==> config.mk <==
export PLATFORM = sky130hd
export DESIGN_NAME = coordinated_joint_motion_stepper_top
export DESIGN_NICKNAME = d
export VERILOG_FILES = /design/src/rtl/cjms_pkg.sv /design/src/rtl/coordinated_joint_motion_stepper_top.sv /design/src/rtl/cjms_sermul.sv /design/src/rtl/cjms_serdiv.sv
export SDC_FILE = /design/constraint.sdc
export NUM_CORES = 2
export LEC_CHECK = 0
export BUFFER_PORTS_ARGS = -buffer_cell sky130_fd_sc_hd__buf_4
export CAP_MARGIN = 20
export CORE_ASPECT_RATIO = 0.7
export CORE_UTILIZATION = 25
export CTS_CLUSTER_SIZE = 16
export DETAILED_ROUTE_END_ITERATION = 12
export GPL_ROUTABILITY_DRIVEN = 0
export PLACE_DENSITY = 0.43
export SLEW_MARGIN = 20
export SYNTH_ARGS = -nofsm -noshare
export SYNTH_HDL_FRONTEND = slang
export SYNTH_HIERARCHICAL = 1
export SYNTH_SLANG_ARGS = --single-unit
==> constraint.sdc <==
create_clock -name i_clk -period 15 [get_ports i_clk]
set_input_delay 0 -clock i_clk [delete_from_list [all_inputs] [get_ports i_clk]]
set_output_delay 0 -clock i_clk [all_outputs]
set_load 0.01 [all_outputs]
==> src/rtl/cjms_pkg.sv <==
// Shared types, constants and helpers for the coordinated joint motion stepper.
package cjms_pkg;

    localparam int JOINT_COUNT     = 6;
    localparam int BIG_JOINT_COUNT = 3;
    localparam int FRACTION_BITS   = 16;

    localparam int ANGLE_W = 8;
    localparam int LIM_W   = 10;
    localparam int MIN_W   = 16;
    localparam int TIME_W  = 32;
    localparam int CMD_W   = 2;
    localparam int CFG_IDX_W = 2;

    // Joint position and step are Q8.FRACTION_BITS.
    localparam int POS_W  = ANGLE_W + FRACTION_BITS;
    localparam int STEP_W = POS_W;
    // Move time numerator (distance times milliseconds per second).
    localparam int N_W    = POS_W + LIM_W;
    // Serial multiplier product width.
    localparam int MUL_W  = N_W + LIM_W;
    // Divider dividend width.
    localparam int X_W    = MUL_W + FRACTION_BITS;
    // Speed limit times minimum time, and that product in Q form.
    localparam int VM_W   = LIM_W + MIN_W;
    localparam int CMP_W  = VM_W + FRACTION_BITS;

    localparam int JIDX_W = (JOINT_COUNT > 1) ? $clog2(JOINT_COUNT) : 1;

    localparam int SECOND_MS   = 1000;
    localparam int HOME_ANGLE  = 90;
    localparam int LAST_ANGLE  = 73;

    typedef enum logic [CMD_W-1:0] {
        CMD_MOVE   = 2'd0,
        CMD_TICK   = 2'd1,
        CMD_FREEZE = 2'd2,
        CMD_NONE   = 2'd3
    } t_cmd;

    typedef enum logic [CFG_IDX_W-1:0] {
        REG_BIG_LIMIT   = 2'd0,
        REG_SMALL_LIMIT = 2'd1,
        REG_PERIOD      = 2'd2,
        REG_UNUSED      = 2'd3
    } t_reg_idx;

    typedef enum logic [3:0] {
        ST_IDLE,
        ST_TICK,
        ST_TIME,
        ST_CMP_GO,
        ST_CMP_WAIT,
        ST_MUL1_GO,
        ST_MUL1_WAIT,
        ST_MUL2_GO,
        ST_MUL2_WAIT,
        ST_DIV_GO,
        ST_DIV_WAIT,
        ST_REPORT
    } t_state;

    // Home pose angle of a joint: the last joint rests lower than the others.
    function automatic logic [ANGLE_W-1:0] start_angle(input int j);
        start_angle = (j == JOINT_COUNT - 1) ? ANGLE_W'(LAST_ANGLE) : ANGLE_W'(HOME_ANGLE);
    endfunction

    // A register written as zero acts as one.
    function automatic logic [LIM_W-1:0] at_least_one(input logic [LIM_W-1:0] v);
        at_least_one = (v == '0) ? LIM_W'(1) : v;
    endfunction

endpackage

==> src/rtl/coordinated_joint_motion_stepper_top.sv <==
// Top level of the coordinated joint motion stepper: sequencer, joint state and ports.
//
//  Channel | Signals                                   | Direction
//  --------+-------------------------------------------+----------
//  in      | i_in_valid / o_in_ready, command fields   | into block
//  out     | o_out_valid / i_out_ready, angles, flags  | out of block
//  cfg     | i_cfg_we, i_cfg_index, i_cfg_data         | into block
//
// A freeze, a no-op or a tick that does not advance passes an accept step and a report
// step; an advancing tick also updates the joints one at a time. A move runs a time
// compare per joint (one 10-bit multiplier pass) and then a step calculation per joint
// (two multiplier passes and a 24-bit divider pass).
// Reset is synchronous and restores the home pose. A new transaction is taken while
// the previous result waits in the output register; a stalled result holds the block
// in its report step until the output register frees.
module coordinated_joint_motion_stepper_top (
    input  logic                               i_clk,
    input  logic                               i_rst_n,
    input  logic                               i_cfg_we,
    input  logic [cjms_pkg::CFG_IDX_W-1:0]     i_cfg_index,
    input  logic [cjms_pkg::LIM_W-1:0]         i_cfg_data,
    input  logic                               i_in_valid,
    output logic                               o_in_ready,
    input  logic [cjms_pkg::CMD_W-1:0]         i_command,
    input  logic [cjms_pkg::ANGLE_W-1:0]       i_target_base,
    input  logic [cjms_pkg::ANGLE_W-1:0]       i_target_shoulder,
    input  logic [cjms_pkg::ANGLE_W-1:0]       i_target_elbow,
    input  logic [cjms_pkg::ANGLE_W-1:0]       i_target_wrist,
    input  logic [cjms_pkg::ANGLE_W-1:0]       i_target_wrist_roll,
    input  logic [cjms_pkg::ANGLE_W-1:0]       i_target_gripper,
    input  logic [cjms_pkg::MIN_W-1:0]         i_min_time_ms,
    input  logic [cjms_pkg::TIME_W-1:0]        i_now_ms,
    input  logic                               i_freeze_flag,
    output logic                               o_out_valid,
    input  logic                               i_out_ready,
    output logic [cjms_pkg::ANGLE_W-1:0]       o_angle_base,
    output logic [cjms_pkg::ANGLE_W-1:0]       o_angle_shoulder,
    output logic [cjms_pkg::ANGLE_W-1:0]       o_angle_elbow,
    output logic [cjms_pkg::ANGLE_W-1:0]       o_angle_wrist,
    output logic [cjms_pkg::ANGLE_W-1:0]       o_angle_wrist_roll,
    output logic [cjms_pkg::ANGLE_W-1:0]       o_angle_gripper,
    output logic                               o_moving,
    output logic                               o_servo_updated
);

    localparam int JC = cjms_pkg::JOINT_COUNT;
    localparam int F  = cjms_pkg::FRACTION_BITS;
    localparam logic [cjms_pkg::JIDX_W-1:0] LAST_J = cjms_pkg::JIDX_W'(JC - 1);

    cjms_pkg::t_state r_state, n_state;

    logic [cjms_pkg::LIM_W-1:0]   r_big_lim, r_small_lim, r_period;
    logic [cjms_pkg::POS_W-1:0]   r_pos    [JC];
    logic [cjms_pkg::STEP_W-1:0]  r_step   [JC];
    logic [cjms_pkg::ANGLE_W-1:0] r_tgt    [JC];
    logic [cjms_pkg::TIME_W-1:0]  r_next_time;
    logic                         r_frozen;
    logic [cjms_pkg::JIDX_W-1:0]  r_j;
    logic [cjms_pkg::MIN_W-1:0]   r_min;
    logic                         r_upd;
    logic [cjms_pkg::N_W-1:0]     r_cand_n, r_best_n;
    logic [cjms_pkg::LIM_W-1:0]   r_cand_dn, r_best_dn;
    logic [cjms_pkg::ANGLE_W-1:0] r_out_ang [JC];
    logic                         r_out_valid, r_out_moving, r_out_upd;

    logic [cjms_pkg::ANGLE_W-1:0] in_tgt [JC];
    logic                         in_acc, slot_free, any_moving, tick_due, last_joint;
    logic                         in_ready, mul_start, div_start;
    cjms_pkg::t_cmd               in_cmd;

    // Joint arithmetic for the joint under the index.
    logic [cjms_pkg::POS_W-1:0]   cur_pos, cur_tgt, cur_d;
    logic [cjms_pkg::STEP_W-1:0]  cur_step;
    logic [cjms_pkg::LIM_W-1:0]   cur_v, period_eff;
    logic [cjms_pkg::N_W-1:0]     d1000;
    logic [cjms_pkg::VM_W-1:0]    vm;
    logic                         keeps_min;
    logic [cjms_pkg::POS_W:0]     up_sum, dn_lim;
    logic [cjms_pkg::STEP_W-1:0]  new_step;

    logic [cjms_pkg::MUL_W-1:0]   mul0_a, mul1_a, mul0_p, mul1_p;
    logic [cjms_pkg::LIM_W-1:0]   mul0_b, mul1_b;
    logic                         mul0_done, mul1_done, div_done;
    logic [cjms_pkg::STEP_W-1:0]  div_q;

    assign in_tgt[0] = i_target_base;
    assign in_tgt[1] = i_target_shoulder;
    assign in_tgt[2] = i_target_elbow;
    assign in_tgt[3] = i_target_wrist;
    assign in_tgt[4] = i_target_wrist_roll;
    assign in_tgt[5] = i_target_gripper;

    assign in_cmd     = cjms_pkg::t_cmd'(i_command);
    assign in_acc     = i_in_valid && in_ready;
    assign slot_free  = !r_out_valid || i_out_ready;
    assign tick_due   = (i_now_ms >= r_next_time);
    assign last_joint = (r_j == LAST_J);
    assign period_eff = cjms_pkg::at_least_one(r_period);

    always_comb begin
        any_moving = 1'b0;
        for (int k = 0; k < JC; k++) begin
            any_moving = any_moving || (r_step[k] != '0);
        end
    end

    // Distance, speed limit and joint time candidate for the indexed joint.
    assign cur_pos  = r_pos[r_j];
    assign cur_tgt  = {r_tgt[r_j], {F{1'b0}}};
    assign cur_step = r_step[r_j];
    assign cur_d    = (cur_pos > cur_tgt) ? (cur_pos - cur_tgt) : (cur_tgt - cur_pos);
    assign cur_v    = cjms_pkg::at_least_one((int'(r_j) < cjms_pkg::BIG_JOINT_COUNT)
                                             ? r_big_lim : r_small_lim);
    assign d1000    = cjms_pkg::N_W'(cur_d) * cjms_pkg::N_W'(cjms_pkg::SECOND_MS);
    assign vm       = cjms_pkg::VM_W'(cur_v) * cjms_pkg::VM_W'(r_min);
    assign keeps_min = (r_min != '0) &&
                       (cjms_pkg::CMP_W'(d1000) <= (cjms_pkg::CMP_W'(vm) << F));

    // Tick update terms.
    assign up_sum = {1'b0, cur_pos} + {1'b0, cur_step};
    assign dn_lim = {1'b0, cur_tgt} + {1'b0, cur_step};

    // Step from the quotient: zero with no time or no distance, at least one LSB else.
    always_comb begin
        if (r_best_n == '0 || cur_d == '0) begin
            new_step = '0;
        end else if (div_q == '0) begin
            new_step = cjms_pkg::STEP_W'(1);
        end else begin
            new_step = div_q;
        end
    end

    // Operand selection for the two multiplier lanes.
    always_comb begin
        mul0_a = cjms_pkg::MUL_W'(r_cand_n);
        mul0_b = r_best_dn;
        mul1_a = cjms_pkg::MUL_W'(r_best_n);
        mul1_b = r_cand_dn;
        if (r_state == cjms_pkg::ST_MUL1_GO) begin
            mul0_a = cjms_pkg::MUL_W'(cur_d);
            mul0_b = period_eff;
        end else if (r_state == cjms_pkg::ST_MUL2_GO) begin
            mul0_a = mul0_p;
            mul0_b = r_best_dn;
        end
    end

    cjms_sermul u_mul0 (
        .i_clk   (i_clk),
        .i_rst_n (i_rst_n),
        .i_start (mul_start),
        .i_a     (mul0_a),
        .i_b     (mul0_b),
        .o_done  (mul0_done),
        .o_prod  (mul0_p)
    );

    cjms_sermul u_mul1 (
        .i_clk   (i_clk),
        .i_rst_n (i_rst_n),
        .i_start (mul_start),
        .i_a     (mul1_a),
        .i_b     (mul1_b),
        .o_done  (mul1_done),
        .o_prod  (mul1_p)
    );

    cjms_serdiv u_div (
        .i_clk   (i_clk),
        .i_rst_n (i_rst_n),
        .i_start (div_start),
        .i_num   ({mul0_p, {F{1'b0}}}),
        .i_den   (r_best_n),
        .o_done  (div_done),
        .o_quot  (div_q)
    );

    // Next state.
    always_comb begin
        n_state = r_state;
        unique case (r_state)
            cjms_pkg::ST_IDLE: begin
                if (in_acc) begin
                    unique case (in_cmd)
                        cjms_pkg::CMD_MOVE: n_state = cjms_pkg::ST_TIME;
                        cjms_pkg::CMD_TICK: n_state = (tick_due && !r_frozen && any_moving)
                                                      ? cjms_pkg::ST_TICK
                                                      : cjms_pkg::ST_REPORT;
                        default:            n_state = cjms_pkg::ST_REPORT;
                    endcase
                end
            end
            cjms_pkg::ST_TICK:      n_state = last_joint ? cjms_pkg::ST_REPORT
                                                         : cjms_pkg::ST_TICK;
            cjms_pkg::ST_TIME:      n_state = cjms_pkg::ST_CMP_GO;
            cjms_pkg::ST_CMP_GO:    n_state = cjms_pkg::ST_CMP_WAIT;
            cjms_pkg::ST_CMP_WAIT: begin
                if (mul0_done && mul1_done) begin
                    n_state = last_joint ? cjms_pkg::ST_MUL1_GO : cjms_pkg::ST_TIME;
                end
            end
            cjms_pkg::ST_MUL1_GO:   n_state = cjms_pkg::ST_MUL1_WAIT;
            cjms_pkg::ST_MUL1_WAIT: if (mul0_done) n_state = cjms_pkg::ST_MUL2_GO;
            cjms_pkg::ST_MUL2_GO:   n_state = cjms_pkg::ST_MUL2_WAIT;
            cjms_pkg::ST_MUL2_WAIT: if (mul0_done) n_state = cjms_pkg::ST_DIV_GO;
            cjms_pkg::ST_DIV_GO:    n_state = cjms_pkg::ST_DIV_WAIT;
            cjms_pkg::ST_DIV_WAIT: begin
                if (div_done) begin
                    n_state = last_joint ? cjms_pkg::ST_REPORT : cjms_pkg::ST_MUL1_GO;
                end
            end
            cjms_pkg::ST_REPORT:    if (slot_free) n_state = cjms_pkg::ST_IDLE;
            default:                n_state = cjms_pkg::ST_IDLE;
        endcase
    end

    // Control outputs of the sequencer.
    always_comb begin
        in_ready  = 1'b0;
        mul_start = 1'b0;
        div_start = 1'b0;
        unique case (r_state)
            cjms_pkg::ST_IDLE:    in_ready  = 1'b1;
            cjms_pkg::ST_CMP_GO,
            cjms_pkg::ST_MUL1_GO,
            cjms_pkg::ST_MUL2_GO: mul_start = 1'b1;
            cjms_pkg::ST_DIV_GO:  div_start = 1'b1;
            default: ;
        endcase
    end

    always_ff @(posedge i_clk) begin
        if (!i_rst_n) begin
            r_state <= cjms_pkg::ST_IDLE;
        end else begin
            r_state <= n_state;
        end
    end

    // Configuration, joint state and the output register.
    always_ff @(posedge i_clk) begin
        if (!i_rst_n) begin
            r_big_lim   <= cjms_pkg::LIM_W'(60);
            r_small_lim <= cjms_pkg::LIM_W'(100);
            r_period    <= cjms_pkg::LIM_W'(20);
            for (int k = 0; k < JC; k++) begin
                r_tgt[k]  <= cjms_pkg::start_angle(k);
                r_pos[k]  <= {cjms_pkg::start_angle(k), {F{1'b0}}};
                r_step[k] <= '0;
            end
            r_next_time <= '0;
            r_frozen    <= 1'b0;
            r_j         <= '0;
            r_upd       <= 1'b0;
            r_out_valid <= 1'b0;
        end else begin
            if (i_cfg_we) begin
                case (cjms_pkg::t_reg_idx'(i_cfg_index))
                    cjms_pkg::REG_BIG_LIMIT:   r_big_lim   <= i_cfg_data;
                    cjms_pkg::REG_SMALL_LIMIT: r_small_lim <= i_cfg_data;
                    cjms_pkg::REG_PERIOD:      r_period    <= i_cfg_data;
                    default: ;
                endcase
            end

            case (r_state)
                cjms_pkg::ST_IDLE: begin
                    if (in_acc) begin
                        r_j   <= '0;
                        r_upd <= 1'b0;
                        case (in_cmd)
                            cjms_pkg::CMD_MOVE: begin
                                for (int k = 0; k < JC; k++) begin
                                    r_tgt[k] <= in_tgt[k];
                                end
                                r_min     <= i_min_time_ms;
                                r_best_n  <= '0;
                                r_best_dn <= cjms_pkg::LIM_W'(1);
                            end
                            cjms_pkg::CMD_TICK: begin
                                if (tick_due) begin
                                    r_next_time <= i_now_ms + cjms_pkg::TIME_W'(period_eff);
                                    r_upd       <= !r_frozen && any_moving;
                                end
                            end
                            cjms_pkg::CMD_FREEZE: r_frozen <= i_freeze_flag;
                            default: ;
                        endcase
                    end
                end
                cjms_pkg::ST_TICK: begin
                    if (cur_pos < cur_tgt) begin
                        r_pos[r_j] <= (up_sum < {1'b0, cur_tgt}) ? up_sum[cjms_pkg::POS_W-1:0]
                                                                 : cur_tgt;
                    end else if (cur_pos > cur_tgt) begin
                        r_pos[r_j] <= ({1'b0, cur_pos} > dn_lim) ? (cur_pos - cur_step)
                                                                 : cur_tgt;
                    end else begin
                        r_step[r_j] <= '0;
                    end
                    r_j <= r_j + cjms_pkg::JIDX_W'(1);
                end
                cjms_pkg::ST_TIME: begin
                    r_cand_n  <= keeps_min ? cjms_pkg::N_W'({r_min, {F{1'b0}}}) : d1000;
                    r_cand_dn <= keeps_min ? cjms_pkg::LIM_W'(1) : cur_v;
                end
                cjms_pkg::ST_CMP_WAIT: begin
                    if (mul0_done && mul1_done) begin
                        if (mul0_p > mul1_p) begin
                            r_best_n  <= r_cand_n;
                            r_best_dn <= r_cand_dn;
                        end
                        r_j <= last_joint ? '0 : (r_j + cjms_pkg::JIDX_W'(1));
                    end
                end
                cjms_pkg::ST_DIV_WAIT: begin
                    if (div_done) begin
                        r_step[r_j] <= new_step;
                        r_j <= r_j + cjms_pkg::JIDX_W'(1);
                    end
                end
                default: ;
            endcase

            // Output register: freed by the consumer, loaded at the end of an item.
            if (r_state == cjms_pkg::ST_REPORT && slot_free) begin
                r_out_valid <= 1'b1;
            end else if (i_out_ready) begin
                r_out_valid <= 1'b0;
            end
        end
    end

    // Output payload needs no reset.
    always_ff @(posedge i_clk) begin
        if (r_state == cjms_pkg::ST_REPORT && slot_free) begin
            for (int k = 0; k < JC; k++) begin
                r_out_ang[k] <= r_pos[k][cjms_pkg::POS_W-1:F];
            end
            r_out_moving <= any_moving;
            r_out_upd    <= r_upd;
        end
    end

    assign o_in_ready         = in_ready;
    assign o_out_valid        = r_out_valid;
    assign o_angle_base       = r_out_ang[0];
    assign o_angle_shoulder   = r_out_ang[1];
    assign o_angle_elbow      = r_out_ang[2];
    assign o_angle_wrist      = r_out_ang[3];
    assign o_angle_wrist_roll = r_out_ang[4];
    assign o_angle_gripper    = r_out_ang[5];
    assign o_moving           = r_out_moving;
    assign o_servo_updated    = r_out_upd;

endmodule

==> src/rtl/cjms_sermul.sv <==
// Bit-serial shift-add multiplier, one multiplier bit per cycle.
module cjms_sermul (
    input  logic                         i_clk,
    input  logic                         i_rst_n,
    input  logic                         i_start,
    input  logic [cjms_pkg::MUL_W-1:0]   i_a,
    input  logic [cjms_pkg::LIM_W-1:0]   i_b,
    output logic                         o_done,
    output logic [cjms_pkg::MUL_W-1:0]   o_prod
);

    localparam int CNT_W = $clog2(cjms_pkg::LIM_W + 1);

    logic [cjms_pkg::MUL_W-1:0] r_a;
    logic [cjms_pkg::LIM_W-1:0] r_b;
    logic [cjms_pkg::MUL_W-1:0] r_p;
    logic [CNT_W-1:0]           r_cnt;

    // Control: count of multiplier bits still to consume.
    always_ff @(posedge i_clk) begin
        if (!i_rst_n) begin
            r_cnt <= '0;
        end else if (i_start) begin
            r_cnt <= CNT_W'(cjms_pkg::LIM_W);
        end else if (r_cnt != '0) begin
            r_cnt <= r_cnt - CNT_W'(1);
        end
    end

    // Datapath: add the shifted multiplicand for each set multiplier bit.
    always_ff @(posedge i_clk) begin
        if (i_start) begin
            r_a <= i_a;
            r_b <= i_b;
            r_p <= '0;
        end else if (r_cnt != '0) begin
            if (r_b[0]) begin
                r_p <= r_p + r_a;
            end
            r_a <= r_a << 1;
            r_b <= r_b >> 1;
        end
    end

    assign o_done = (r_cnt == '0);
    assign o_prod = r_p;

endmodule

==> src/rtl/cjms_serdiv.sv <==
// Restoring divider, one quotient bit per cycle, saturating to the step width.
module cjms_serdiv (
    input  logic                         i_clk,
    input  logic                         i_rst_n,
    input  logic                         i_start,
    input  logic [cjms_pkg::X_W-1:0]     i_num,
    input  logic [cjms_pkg::N_W-1:0]     i_den,
    output logic                         o_done,
    output logic [cjms_pkg::STEP_W-1:0]  o_quot
);

    localparam int Q_W   = cjms_pkg::STEP_W;
    localparam int REM_W = cjms_pkg::X_W - Q_W;
    localparam int CNT_W = $clog2(Q_W + 1);

    logic [REM_W-1:0]         r_rem;
    logic [Q_W-1:0]           r_low;
    logic [cjms_pkg::N_W-1:0] r_den;
    logic                     r_sat;
    logic [CNT_W-1:0]         r_cnt;

    logic [REM_W:0] trial;
    logic           fits;

    // Partial remainder with the next dividend bit brought down.
    assign trial = {r_rem, r_low[Q_W-1]};
    assign fits  = (trial >= (REM_W+1)'(r_den));

    always_ff @(posedge i_clk) begin
        if (!i_rst_n) begin
            r_cnt <= '0;
        end else if (i_start) begin
            r_cnt <= CNT_W'(Q_W);
        end else if (r_cnt != '0) begin
            r_cnt <= r_cnt - CNT_W'(1);
        end
    end

    // The low dividend bits shift out while the quotient bits shift in.
    always_ff @(posedge i_clk) begin
        if (i_start) begin
            r_sat <= (i_num >= (cjms_pkg::X_W'(i_den) << Q_W));
            r_rem <= i_num[cjms_pkg::X_W-1:Q_W];
            r_low <= i_num[Q_W-1:0];
            r_den <= i_den;
        end else if (r_cnt != '0) begin
            if (fits) begin
                r_rem <= REM_W'(trial - (REM_W+1)'(r_den));
            end else begin
                r_rem <= trial[REM_W-1:0];
            end
            r_low <= {r_low[Q_W-2:0], fits};
        end
    end

    assign o_done = (r_cnt == '0);
    assign o_quot = r_sat ? {Q_W{1'b1}} : r_low;

endmodule

==> qor.txt <==
Outcome: complete, no violations
DRT Pass-1 Iters: 6
WL final: 219000 um
Vias in the first global route: 50400
Worst path required time: 15.48 ns
I/O Buffers: 167
Clock Path Buffers: 3
First-pass GRT wire length: 329000 um
Min-delay worst type: in2reg
Slew of the pin with the lowest slew margin: 1.11 ns
Crit. End Element: flip-flop
Die Y: 432 um
Commonest non-fill, non-tap cell in the layout: edfxtp_1
Crit path buffers/inverters: 6
Crit path max fanout: 35
Main synth FF type: edfxtp_1
Wirelength per Cell: 21.4 um
Arrival time worst endpoint: 13.39 ns
RSZ-0062 raised after global routing: no
Setup TNS: 0 ns
Slowest CP cell: dfxtp_4
# DRC: 0
Crit-path max cell delay: 0.85 ns
Clock-pin slew on the worst setup and hold paths: 0.06 ns
Max_slew headroom: 24.0%
DP Wirelength: 163000 um
#FFs+latches synth: 959
EDFF count, synth: 783
Final setup violation count: 0
Clk sinks: 959
Worst-Skew Late Latency: 0.77 ns
Final hold vios: 0
GRT Util Overall: 16.2%
Share of layout cells above drive strength 1: 13.2%
Largest net degree at the start of global routing: 154
Avg Vias per Cell: 4.97
Max Cap Violations: 0
Initial antenna violation count: 10
Starting density of the core: 25.2%
CP most frequent cell: ha_1
Root Driver: clkbuf_16
Fin nets: 7437
# fillers: 27000
Total gr overflow: 0
CP Class: reg2reg
Slew Viols, Final: 0
Syn. warnings: 6
TritonCTS buffer count: 110
DIE AREA: 266000 sq um
Peak Freq: 77.5 MHz
Post-synthesis cell type count: 118
Critical Path Start Type: flip-flop
IO Count: 168
Htree depth: 3
Tcrit/Tclk final: 86.1%
Seq/Total Area, Yosys: 41.0%
Ys async rst share: 0%
DRT iter0 DRCs: 4342
Synth Instances: 6353
Commonest cells after routing, fill and taps aside: edfxtp_1 (783), inv_1 (563), nand2_1 (528), ha_1 (479), nor2_1 (420)
Die Width: 616 um
Post_cts resized: 0
Post-route ant nets: 0
Register area: 27000 sq um
Final worst path period need: 12.91 ns
Clock skew: 0.0540 ns
Via count: 50900
CP delay by family, top: compound AO/OA/AOI/OAI gates
Synth-to-Final Area Change: 16.8%
TritonCTS clock tree: done
Synthesized area per cell: 10.4 sq um
Site Rows: 157
Synthesized area: 65900 sq um
Core Box Area: 262000 sq um
Area of the multi-input gates: 35800 sq um
area by class of cell:
type | count | share of cell area [%]
antenna | 2 | 0.00650
multi-input combinational | 4567 | 46.5
clock buffer | 142 | 3.81
timing repair buffer | 444 | 4.99
tap | 3498 | 5.68
inverter | 571 | 2.78
clock inverter | 65 | 1.09
sequential | 959 | 35.1
what timing repair did:
action                    in CTS  in global routing
hold endpoints to repair     144                  0
setup buffers                  0                  0
hold buffers                 195                  0
flip-flops by register name (all words and copies together) (netlist names), 16 cells and up, named ones only:
| name | cells |
|---|---|
| r_pos | 192 |
| u_div/r_den | 34 |
| r_tgt | 48 |
| r_min | 16 |
| r_step | 192 |
| r_out_ang | 48 |
| r_next_time | 32 |
| u_div/r_rem | 36 |
| r_cand_n | 31 |
| u_mul0/r_a | 44 |
| u_mul1/r_a | 44 |
| u_div/r_low | 24 |
| u_mul0/o_prod | 44 |
| u_mul1/o_prod | 44 |
| r_best_n | 31 |
metal layers:
metal	vias up	track usage, %	routed length [um]
met5	-	0	0
met4	0	3.07	3680
met3	208	2.72	14400
met2	1518	23.2	89600
met1	25600	25.1	112000
li1	23700	-	-
Yosys cell counts (91+ instances only):
| library cell | instances | area, sq um |
|---|---|---|
| edfxtp_1 | 783 | 23500 |
| inv_1 | 563 | 2110 |
| nand2_1 | 534 | 2000 |
| ha_1 | 479 | 5990 |
| nor2_1 | 425 | 1600 |
| a21oi_1 | 402 | 2010 |
| o21ai_0 | 222 | 1110 |
| clkbuf_1 | 220 | 826 |
| fa_1 | 189 | 3780 |
| mux2_2 | 186 | 2090 |
| nor4_1 | 177 | 1110 |
| dfxtp_1 | 176 | 3520 |
| xnor2_1 | 151 | 1320 |
| and2_1 | 137 | 857 |
| nor3_1 | 131 | 656 |
| nand3_1 | 122 | 611 |
| a21o_1 | 103 | 773 |
| mux4_2 | 102 | 2300 |
| mux2i_1 | 91 | 911 |
kinds of logic after synthesis:
kind of cell,synth area share [%]
buffers and inverters,5.29
and+or+nand+nor,15.3
muxes,8.10
adders and majority gates,14.9
other,0.00569
AOI/OAI and AO/OA,12.4
DFF,41.0
xor gates and xnor gates,2.96
final timing paths:
kind | start | end | depth (start not counted) | slack, ns
worst max-delay path | flip-flop | r_cand_n[17] | 40 | 2.09
worst min-delay path | i_cfg_data[9] | r_big_lim[9] | 4 | 0.05
worst max register to register | flip-flop | r_cand_n[17] | 40 | 2.09
worst min register to register | r_pos[0][18] | r_out_ang[0][2] | 0 | 0.45
metrics by stage:
step / util, % / hold slack, ns / std cells / cell area, sq um / setup WS [ns]
finish: 29.4 / 0.0523 / 10200 / 77000 / 2.09
global placement: 27.2 / 0.181 / 9842 / 71300 / 2.48
detailed placement: 27.2 / 0.180 / 9842 / 71300 / 2.21
floorplan: - / 0.0989 / 6403 / 66100 / 3.09
global route: 29.4 / 0.0241 / 10200 / 77000 / 1.26
CTS: 29.4 / 0.00132 / 10200 / 77000 / 2.15
tightest hold or removal path, delay by kind of cell:
| family | cells | cell delay, ns |
|---|---|---|
| buffers and inverters | 2 | 0.64 |
| AOI/OAI and AO/OA | 1 | 0.10 |
| and+or+nand+nor | 1 | 0.04 |
Power is left out: the tool's default activity adds up to more than one toggle a clock period on the data nets, which glitch-free logic cannot reach.
